`src/rtl/mutual_nearest_match_filter_defines.svh`:
```
// Assertion macros for the mutual nearest match filter.
// Each macro expects signals named clk and rst_n in the scope of its use.
`ifndef MUTUAL_NEAREST_MATCH_FILTER_DEFINES_SVH
`define MUTUAL_NEAREST_MATCH_FILTER_DEFINES_SVH

// The consequent must hold in the same cycle as the antecedent.
`define MNM_ASSERT_SAME(lbl, ant, con, msg) \
    lbl: assert property (@(posedge clk) disable iff (!rst_n) (ant) |-> (con)) else $error(msg);

// The consequent must hold in the cycle after the antecedent.
`define MNM_ASSERT_NEXT(lbl, ant, con, msg) \
    lbl: assert property (@(posedge clk) disable iff (!rst_n) (ant) |=> (con)) else $error(msg);

`endif

```
`src/rtl/mnm_pkg.sv`:
```
// Shared types and constants for the mutual nearest match filter.
// Used by the controller, the datapath and the top level; no dependencies.
package mnm_pkg;

    localparam int SCORE_W        = 24;
    localparam int IDX_OUT_W      = 10;
    localparam int DEF_MAX_POINTS = 1024;

    localparam logic signed [SCORE_W-1:0] THR_RESET = -24'sd9431;

    localparam logic CMD_SCORE = 1'b0;
    localparam logic CMD_QUERY = 1'b1;

    typedef struct packed {
        logic                      command;
        logic signed [SCORE_W-1:0] score;
        logic                      end_of_row;
    } in_item_t;

    typedef struct packed {
        logic [IDX_OUT_W-1:0]      row_index;
        logic [IDX_OUT_W-1:0]      col_index;
        logic signed [SCORE_W-1:0] match_score;
        logic                      matched;
        logic                      last_row;
    } out_item_t;

    typedef enum logic [1:0] {
        ST_IDLE,
        ST_LOAD,
        ST_Q_ROW,
        ST_Q_COL
    } mnm_state_t;

    typedef struct packed {
        logic take_score;
        logic take_query;
        logic do_load;
        logic col_rd_query;
        logic load_out;
    } mnm_cmd_t;

    typedef struct packed {
        logic is_query;
        logic rows_zero;
        logic out_free;
    } mnm_status_t;

endpackage

```
`src/rtl/mnm_ctrl.sv`:
```
// Controller state machine of the mutual nearest match filter.
// Depends on mnm_pkg; drives the datapath through mnm_cmd_t.
module mnm_ctrl (
    input  logic                clk,
    input  logic                rst_n,
    input  logic                in_valid,
    output logic                in_ready,
    input  mnm_pkg::mnm_status_t status,
    output mnm_pkg::mnm_cmd_t    cmd
);
    import mnm_pkg::*;

    mnm_state_t state_reg;
    mnm_state_t state_next;

    always_ff @(posedge clk or negedge rst_n)
    begin
        if (!rst_n)
        begin
            state_reg <= ST_IDLE;
        end
        else
        begin
            state_reg <= state_next;
        end
    end

    always_comb
    begin
        state_next = state_reg;
        cmd        = '0;
        in_ready   = 1'b0;
        unique case (state_reg)
            ST_IDLE:
            begin
                in_ready = 1'b1;
                if (in_valid)
                begin
                    if (status.is_query)
                    begin
                        cmd.take_query = 1'b1;
                        state_next     = status.rows_zero ? ST_Q_COL : ST_Q_ROW;
                    end
                    else
                    begin
                        cmd.take_score = 1'b1;
                        state_next     = ST_LOAD;
                    end
                end
            end
            ST_LOAD:
            begin
                cmd.do_load = 1'b1;
                state_next  = ST_IDLE;
            end
            ST_Q_ROW:
            begin
                cmd.col_rd_query = 1'b1;
                state_next       = ST_Q_COL;
            end
            ST_Q_COL:
            begin
                if (status.out_free)
                begin
                    cmd.load_out = 1'b1;
                    state_next   = ST_IDLE;
                end
            end
            default:
            begin
                state_next = ST_IDLE;
            end
        endcase
    end

endmodule

```
`config.mk`:
```
export PLATFORM = sky130hd
export DESIGN_NAME = mnm_ctrl
export DESIGN_NICKNAME = d
export VERILOG_FILES = /design/src/rtl/mutual_nearest_match_filter_defines.svh /design/src/rtl/mnm_pkg.sv /design/src/rtl/mnm_ctrl.sv
export SDC_FILE = /design/constraint.sdc
export NUM_CORES = 1
export LEC_CHECK = 0
export BUFFER_PORTS_ARGS = -buffer_cell sky130_fd_sc_hd__buf_2
export CAP_MARGIN = 0
export CORE_AREA = 10 10 47 49
export DETAILED_ROUTE_END_ITERATION = 8
export DIE_AREA = 0 0 57 59
export PLACE_DENSITY = 0.3
export SLEW_MARGIN = 10
export SYNTH_ARGS = -nofsm -noshare
export SYNTH_HDL_FRONTEND = slang
export SYNTH_SLANG_ARGS = --single-unit
```
`constraint.sdc`:
```
create_clock -name clk -period 1.4 [get_ports clk]
set_input_delay 0.28 -clock clk [delete_from_list [all_inputs] [get_ports clk]]
set_output_delay 0.28 -clock clk [all_outputs]
set_load 0.02 [all_outputs]
```
==> results by group, run 1 <==
Outcome
  • Status: complete, no violations

Logic synthesis
  • Synth area leader: dfrtp_1
  • Area contributors post-synth: dfrtp_1, and2b_2, o21ai_2
  • Ys flop type: dfrtp_1
  • Share of the synthesized area in the top cell type: 0.3636
  • Syn Inst Count: 14
  • Ys Warns: 0
  • Post-synth EDFFs: 0
  • Seq/Total Area, Yosys: 0.3636
  • Post-synth top cells: and2b_2, and3_1, dfrtp_1, o21ai_2
  • Netlist Area Pre-Place: between 100 and 150 µm²
  • Async S/R FF share, synth: 1.000
  • Avg Synthesized Cell Area: around 9.8 µm²
  • Syn Nets: 20
  • Synthesized flop and latch total: 2
  • Distinct cells, synth: 10

Layout
  • Fillers: roughly 160
  • Area grow syn2layout: 88.18%
  • Multi-input logic area: roughly 84 µm²
  • Nets: 37
  • Non-filler cells, final: 45
  • Layout cells sized above 1: 0.7241
  • Antenna diodes: 0
  • Register area: just over 50 µm²
  • Final Instance Area: roughly 260 µm²
  • Max FFs per register: 2

Pwr
  • P_leak: approximately 0.00014 µW
  • Power per cell area: ~2100 mW/mm²
  • Peak supply drop: around 800 µV

Routing
  • Via-to-Cell Ratio: approximately 3.3
  • Vias: 150
  • ANT nets after route: 0
  • WL final: approximately 450 µm
  • Routed len/inst: around 10 µm
  • Residual DRC count: 0
  • 1st-iter DRT viols: 2
  • Drt first pass iters: 2

Setup path
  • WP data required: 1.12 ns
  • Maximum fanout along the worst path: 5
  • Worst setup SP type: register
  • Kind of critical path: reg -> out
  • Critical Path AT: between 1 and 1.5 ns
  • Crit end category: output port

Global routing
  • Largest net degree at the start of global routing: 7
  • Grt met1 use: 0.03452
  • GRT Resource Usage Total: 0.03114
  • First-pass GRT wire length: slightly above 700 µm
  • Top Usage Layer GRT: met3
  • Initial antenna violation count: 0
  • Gr ovfl total: 0
  • Met2 GRT Util: 0.01705
  • Vias in the first global route: approximately 160
  • Met3 GRT Util: 0.05579

Floorplanning
  • Std-Cell Rows: 14
  • Die Width: roughly 57 µm
  • Initial cell density of the core: 0.09821
  • Die Height: a little under 60 µm
  • DIE AREA: between 0.003 and 0.004 mm²
  • I/O Pins: 12
  • Core region area: roughly 0.0014 mm²

STA
  • Hold slack: between 0.2 and 0.3 ns
  • Worst-margin pin slew: ~0.14 ns
  • Max Fclk: 0.7336 GHz
  • Final Skew: about 0.00093 ns
  • Final min period: between 1 and 1.5 ns
  • Final setup fails: 0
  • Max-slew headroom: 0.9037
  • Final Hold Vio Count: 0
  • Pins Over Slew Limit: 0
  • Unrepaired setup endpoints after global routing: yes
  • Setup_tns: 0 ns
  • Final worst-path cycle share: 0.9737

Clock tree
  • Post-CTS setup buffer count: 0
  • Worst skew pair latency: 0.22 ns
  • Clk slew on worst S/H paths: ~0.030 ns
  • CTS buffer count: 3
  • H-tree lvl count: 1
  • CTS root buffer: clkbuf_4
  • TritonCTS clock tree: yes
  • CTS Sinks: 2
  • Clock Tree Buf Depth: 2

Run
  • Max Cap Viol: 0

Place
  • Placed Area: about 210 µm²
  • Final GP Congestion: ~0.6
  • Placed Instances: 41
  • # port buffers: 11

Hold path
  • Hold Path Class: in -> reg
==> final timing paths <==
check                              from      endpoint  slack (ns)  depth (start not counted)
setup / recovery           state_reg[1]        cmd[4]        0.04                          3
hold / removal                status[1]  state_reg[0]        0.30                          3
setup reg to reg           state_reg[1]  state_reg[0]        0.57                          2
hold reg to reg            state_reg[0]  state_reg[1]        0.66                          2
max in group asynchronous         rst_n  state_reg[0]        0.91                          2
min in group asynchronous         rst_n  state_reg[1]        0.38                          2
==> critical path: stages, from the launching register on <==
cell and delay (ns):
dfrtp_1 0.40, nor2_2 0.15, and3_1 0.18, buf_6 0.12
==> routing by layer <==
layer	up-vias	share of wire
li1	79	-
met1	57	0.52
met2	14	0.23
met3	0	0.24
met4	0	0
met5	-	0
==> metrics by stage <==
step                utilization  power (µW)  worst slack [ns]
finish                   0.1848       552.5           0.03684
global route             0.1848       607.3          -0.05507
CTS                      0.1839       563.3         -0.004074
detailed placement       0.1518       410.1            0.2495
global placement         0.1518       403.4            0.2626
floorplan                     -       317.5            0.1716
==> power by group <==
part | switching [µW] | internal, µW
clock network | 33.7 | 94.6
registers | 39.3 | 90.6
logic | 160 | 134
==> logic make-up (layout without fill, tap and decap cells) <==
| family | count (synthesis) | in the layout | share of synthesized area |
|---|---|---|---|
| compound gates | 3 | 3 | 0.2000 |
| buf+inv | 1 | 16 | 0.02725 |
| simple gates | 8 | 8 | 0.4092 |
| flops | 2 | 2 | 0.3637 |
==> layout make-up <==
class / count / share of cell area
clock buffer: 3 / 0.08696
multi-input combinational: 11 / 0.3237
sequential: 2 / 0.1981
timing repair buffer: 12 / 0.2995
tap: 16 / 0.07729
inverter: 1 / 0.01449
==> cell usage in the layout, fill, tap and decap left out <==
cell,netlist,layout
and3_1,2,2
dfrtp_1,2,1
and2b_2,2,2
buf_6,0,2
a21bo_1,1,1
nor2b_1,1,1
dlygate4sd3_1,0,1
inv_1,1,1
nor2_2,1,1
and3_2,1,1
clkbuf_4,0,3
buf_2,0,9
o21ai_2,2,2
dfrtp_2,0,1
nand2b_1,1,1
==> what timing repair did <==
action | in CTS | in global routing
endpoints found under the setup margin | 2 | 2
cloned | 0 | 0
hold buffers | 1 | 0
pin swaps | 3 | 2
endpoints found under the hold margin | 2 | 0
gates resized for setup | 4 | 1
Note: power is estimated with default switching activity, not from simulation.
==> run 2, diff against run 1 <==
--- a/config.mk
+++ b/config.mk
@@ -5,11 +5,12 @@
 export SDC_FILE = /design/constraint.sdc
 export NUM_CORES = 1
 export LEC_CHECK = 0
-export BUFFER_PORTS_ARGS = -buffer_cell sky130_fd_sc_hd__buf_2
+export BUFFER_PORTS_ARGS = -buffer_cell sky130_fd_sc_hd__clkbuf_2
 export CAP_MARGIN = 0
 export CORE_AREA = 10 10 47 49
 export DETAILED_ROUTE_END_ITERATION = 8
 export DIE_AREA = 0 0 57 59
+export GPL_ROUTABILITY_DRIVEN = 0
 export PLACE_DENSITY = 0.3
 export SLEW_MARGIN = 10
 export SYNTH_ARGS = -nofsm -noshare
==> run 2 against run 1 <==
- combinational power up 13%
- first-iteration DRC count down 100%
- global-route usage down 0.13 points
- core utilization up 1.6 points
- sequential cell count unchanged
- total power up 8.3%
- clock power about the same
- clock skew up 0.0014 ns
- routed wire length up 6.2%
- final area up 8.7%
- sequential share of layout area down 1.6 points
- largest cell class unchanged
- highest routed layer unchanged
==> results by group, run 2 (same netlist as run 1, synthesis figures left out) <==
Layout
  • Register area: 51.30 µm² (unchanged)
  • Most frequent cells in the layout: clkbuf_2, clkbuf_4
  • Most common cell after layout, fill and taps aside: clkbuf_2
  • Multi-input logic area: 98.84 µm² (+18%)
  • Area grow syn2layout: 104.5%
  • Final Instance Area: 281.5 µm² (+8.7%)
  • Nets: 38 (+2.7%)
  • Fillers: 168 (+4.3%)
  • Layout cells sized above 1: 0.8000 (+0.07586)
  • Antenna diodes: 0 (unchanged)
  • Max FFs per register: 2 (unchanged)

Clock tree
  • Clk slew on worst S/H paths: 0.03 ns (about the same)
  • Clock Tree Buf Depth: 2 (unchanged)
  • CTS buffer count: 3 (unchanged)
  • Worst skew pair latency: 0.22 ns (about the same)
  • CTS Sinks: 2 (unchanged)
  • CTS root buffer: clkbuf_4
  • H-tree lvl count: 1 (unchanged)
  • TritonCTS clock tree: yes

Setup path
  • Reg2Reg Launch Point: state_reg[1]
  • Worst setup SP type: register
  • WP data required: 1.12 ns (about the same)
  • RR Endpoint: state_reg[1]
  • Kind of critical path: reg -> out
  • Maximum fanout along the worst path: 6 (+1)
  • Reg2Reg Setup Slack: 0.57 ns (about the same)
  • Crit end category: output port
  • Critical Path AT: 1.09 ns (about the same)
  • R2R cell count: 2 (unchanged)

Hold path
  • Hold Path Class: in -> reg
  • Worst Hold End: state_reg[0]
  • Hold depth: 3 (unchanged)
  • Worst hold start: status[1]

Global routing
  • First-pass GRT wire length: 696 µm (-2.0%)
  • Initial antenna violation count: 0 (unchanged)
  • Gr ovfl total: 0 (unchanged)
  • Vias in the first global route: 178 (+9.2%)
  • GRT Resource Usage Total: 0.02981 (-0.001336)
  • Largest net degree at the start of global routing: 7 (unchanged)

Place
  • # port buffers: 11 (unchanged)
  • Placed Area: 212.7 µm² (unchanged)

Pwr
  • Peak supply drop: 703.3 µV (-14%)
  • P_leak: 0.0001451 µW (+1.4%)
  • Power per cell area: 2125 mW/mm² (-0.36%)

Floorplanning
  • I/O Pins: 12 (unchanged)
  • Std-Cell Rows: 14 (unchanged)
  • Core region area: 0.001401 mm² (unchanged)
  • Die Height: 59 µm (unchanged)
  • DIE AREA: 0.003363 mm² (unchanged)
  • Die Width: 57 µm (unchanged)
  • Initial cell density of the core: 0.09821 (unchanged)

Routing
  • WL final: 477 µm (+6.2%)
  • Drt first pass iters: 1 (-1)
  • Routed len/inst: 10.37 µm (+3.9%)
  • Vias: 153 (+2.0%)
  • ANT nets after route: 0 (unchanged)
  • Residual DRC count: 0 (unchanged)
  • Via-to-Cell Ratio: 3.326 (-0.22%)
  • 1st-iter DRT viols: 0 (-2)

STA
  • Unrepaired setup endpoints after global routing: yes
  • Final Hold Vio Count: 0 (unchanged)
  • Final setup fails: 0 (unchanged)
  • Final Skew: 0.002331 ns (+0.001400 ns)
  • Final worst-path cycle share: 0.9789 (+0.005261)
  • Max-slew headroom: 0.8751 (-0.02860)
  • Final min period: 1.371 ns (+0.007365 ns)
  • Pins Over Slew Limit: 0 (unchanged)
  • Worst-margin pin slew: 0.1873 ns (+0.04291 ns)
  • Max Fclk: 0.7296 GHz (-0.54%)
  • Setup_tns: 0 ns (unchanged)

Outcome
  • Status: complete, no violations

Run
  • Max Cap Viol: 0 (unchanged)
run 2: cell count changes in the layout (fill, tap and decap cells not counted):
cell / previous run / this run
and3_1: 2 / 0
and3_4: 0 / 2
buf_2: 9 / 0
buf_4: 0 / 1
clkbuf_2: 0 / 9
nor2_2: 1 / 0
nor2_4: 0 / 1
run 2: power by group:
| part | total, µW | switching [µW] | leakage [µW] | internal [µW] |
|---|---|---|---|---|
| combinational | 333 | 166 | 0.000108 | 167 |
| sequential | 140 | 49.5 | 0.0000229 | 90.6 |
| clock | 125 | 30.7 | 0.0000138 | 94.4 |
run 2: worst max path at each step:
stage	startpoint	to	slack, ns	cells past startpoint
floorplan	state_reg[1]	cmd[3]	0.17	2
global placement	state_reg[1]	cmd[4]	0.25	3
detailed placement	state_reg[1]	cmd[3]	0.25	3
CTS	state_reg[0]	cmd[3]	0.001	3
global route	state_reg[0]	cmd[4]	-0.03	3
finish	state_reg[0]	cmd[4]	0.03	3
run 2: critical path: stages (launching register included):
cell and delay (ns):
dfrtp_2 0.43, nor2_4 0.13, and3_4 0.19, buf_6 0.11
run 2: repair_timing:
action	4_1_cts	5_1_grt
hold buffers	1	0
setup endpoints to repair	0	2
resized for setup	0	10
buffers inserted	0	1
hold endpoints to repair	2	0
run 2: final cells by class:
| type | count | share of cell area |
|---|---|---|
| inverters | 1 | 0.01333 |
| clock buffers | 3 | 0.08000 |
| flip-flops and latches | 2 | 0.1822 |
| multi-input cells | 11 | 0.3511 |
| well taps | 16 | 0.07111 |
| repair buffers | 13 | 0.3022 |
run 2: routing by layer:
metal,GRT usage,share of wire
met5,0,0
met4,0.04027,0
met3,0.02575,0.21
met2,0.02016,0.31
met1,0.03796,0.48
run 2: through the flow:
step	total power, µW	std cells	hold WS [ns]	setup WS [ns]	util
floorplan	317.5	14	-0.01559	0.1716	-
global placement	406.7	41	0.06852	0.2524	0.1518
detailed placement	409.0	41	0.07033	0.2510	0.1518
CTS	544.8	45	0.2915	0.001121	0.1750
global route	640.5	46	0.3190	-0.02531	0.2009
finish	598.3	46	0.2978	0.02947	0.2009
==> run 3, diff against run 2 <==
==> constraint.sdc (replaced) <==
create_clock -name clk -period 1.6 [get_ports clk]
set_input_delay 0.32 -clock clk [delete_from_list [all_inputs] [get_ports clk]]
set_output_delay 0.32 -clock clk [all_outputs]
set_load 0.1 [all_outputs]
==> run 3 against run 2 <==
- cell count decreased by 2.2%
- routed wire length shrank 1.9%
- final area rose by 24%
- core utilization up 4.9 points
- hold slack improved by 0.027 ns
- non-clock buffer count is 1 lower
- sequential share of layout area fell by 3.9 points
- first-iteration DRC count increased by 2
- sequential cell count is the same
- die area unchanged
- setup slack better by 0.050 ns
- count of clock-buffer cells in the layout is the same
- largest cell class is now non-clock buffers
==> results by group, run 3 (same netlist as run 1, synthesis figures left out) <==
Routing
  • ANT nets after route: 0 (unchanged)
  • 1st-iter DRT viols: 2 (+2)
  • Via-to-Cell Ratio: 3.578 (+7.6%)
  • Drt first pass iters: 4 (+3)
  • Routed len/inst: 10.40 µm (+0.29%)
  • Vias: 161 (+5.2%)
  • Residual DRC count: 0 (unchanged)
  • WL final: 468 µm (-1.9%)

Clock tree
  • H-tree lvl count: 1 (unchanged)
  • CTS buffer count: 3 (unchanged)
  • TritonCTS clock tree: yes
  • Post_cts resized: 0 (unchanged)
  • CTS Sinks: 2 (unchanged)
  • Post-CTS setup buffer count: 0 (unchanged)
  • Clock Tree Buf Depth: 2 (unchanged)
  • CTS root buffer: clkbuf_4
  • Worst skew pair latency: 0.23 ns (about the same)
  • Clk slew on worst S/H paths: 0.03 ns (about the same)

Layout
  • Register area: 50.05 µm² (-2.4%)
  • Area grow syn2layout: 154.5%
  • Layout cells sized above 1: 0.7586 (-0.04138)
  • Multi-input logic area: 98.84 µm² (unchanged)
  • Most common cell after layout, fill and taps aside: buf_12
  • Fillers: 164 (-2.4%)
  • Antenna diodes: 0 (unchanged)
  • Max FFs per register: 2 (unchanged)
  • Most frequent cells in the layout: buf_12, clkbuf_2, clkbuf_4
  • Nets: 37 (-2.6%)
  • Non-filler cells, final: 45 (-2.2%)

STA
  • Max Fclk: between 0.6 and 0.7 GHz
  • Final Skew: 0.006538 ns (+0.004207 ns)
  • Final worst-path cycle share: 0.9502
  • Final Hold Vio Count: 0 (unchanged)
  • Hold slack: 0.3251 ns (+0.02725 ns)
  • Max-slew headroom: 0.8684 (-0.006767)
  • Unrepaired setup endpoints after global routing: no
  • Final min period: roughly 1.5 ns
  • Pins Over Slew Limit: 0 (unchanged)
  • Final setup fails: 0 (unchanged)
  • Setup ws final: 0.07968 ns (+0.05021 ns)
  • Worst-margin pin slew: 0.1974 ns (+0.01015 ns)

Setup path
  • R2R cell count: 2 (unchanged)
  • Crit end category: output port
  • Maximum fanout along the worst path: 5 (-1)
  • Reg2Reg Setup Slack: 0.76 ns (+0.19 ns)
  • Critical Path AT: 1.20 ns (+0.11 ns)
  • Worst setup SP type: register
  • WP data required: 1.28 ns (+0.16 ns)
  • Kind of critical path: reg -> out

Floorplanning
  • I/O Pins: 12 (unchanged)
  • Die Width: 57 µm (unchanged)
  • Core region area: 0.001401 mm² (unchanged)
  • Die Height: 59 µm (unchanged)
  • DIE AREA: 0.003363 mm² (unchanged)
  • Std-Cell Rows: 14 (unchanged)
  • Initial cell density of the core: 0.09821 (unchanged)

Outcome
  • Status: complete, no violations

Place
  • Setup WS pre-CTS: 0.3107 ns (+0.05970 ns)
  • Placed Instances: 41 (unchanged)
  • # port buffers: 11 (unchanged)

Global routing
  • Gr ovfl total: 0 (unchanged)
  • Initial antenna violation count: 0 (unchanged)
  • Vias in the first global route: 182 (+2.2%)
  • GRT Resource Usage Total: 0.03665 (+0.006848)
  • Largest net degree at the start of global routing: 7 (unchanged)
  • First-pass GRT wire length: 807 µm (+16%)

Run
  • Max Cap Viol: 0 (unchanged)

Hold path
  • Hold depth: 3 (unchanged)
  • Hold Path Class: in -> reg
run 3: changes by cell type in the layout (fill, tap and decap cells not counted):
cell      before  now
buf_4          1    0
buf_6          2    0
dfrtp_1        1    2
buf_12         0    6
clkbuf_2       9    5
dfrtp_2        1    0
run 3: what timing repair did:
item | 4_1_cts | 5_1_grt
setup endpoints to repair | 0 | 0
hold buffers | 1 | 0
hold endpoints to repair | 2 | 0
run 3: cell type report:
cell class	count	share of cell area
multi-input combinational	11	0.2821
inverter	1	0.01071
clock buffer	3	0.06429
timing repair buffer	12	0.4429
tap	16	0.05714
sequential	2	0.1429
run 3: metal layers:
layer	wire [µm]	track usage
met2	212	0.04186
met4	37	0.08054
met1	168	0.02715
met5	0	0
met3	49	0.02361
run 3: critical path, stage by stage, from the launching register on:
cell	delay, ns
dfrtp_1	0.42
nor2_4	0.17
and3_4	0.21
buf_12	0.17
run 3: final timing paths:
check / from / endpoint
max: state_reg[1] / cmd[4]
min: status[1] / state_reg[0]
max reg2reg: state_reg[0] / state_reg[0]
min reg2reg: state_reg[0] / state_reg[0]
max in group asynchronous: rst_n / state_reg[1]
min in group asynchronous: rst_n / state_reg[0]
run 3: through the flow:
step | setup TNS [ns] | cell area, µm² | utilization
final | 0 | 350.3 | 0.2500
after global routing | 0 | 350.3 | 0.2500
after CTS | 0 | 350.3 | 0.2500
after detailed placement | 0 | 317.8 | 0.2268
after global placement | 0 | 317.8 | 0.2268
after floorplan | -0.2765 | 152.6 | -
Power of run 3 is left out: the tool's default activity adds up to more than one toggle a clock period on the data nets, which glitch-free logic cannot reach.
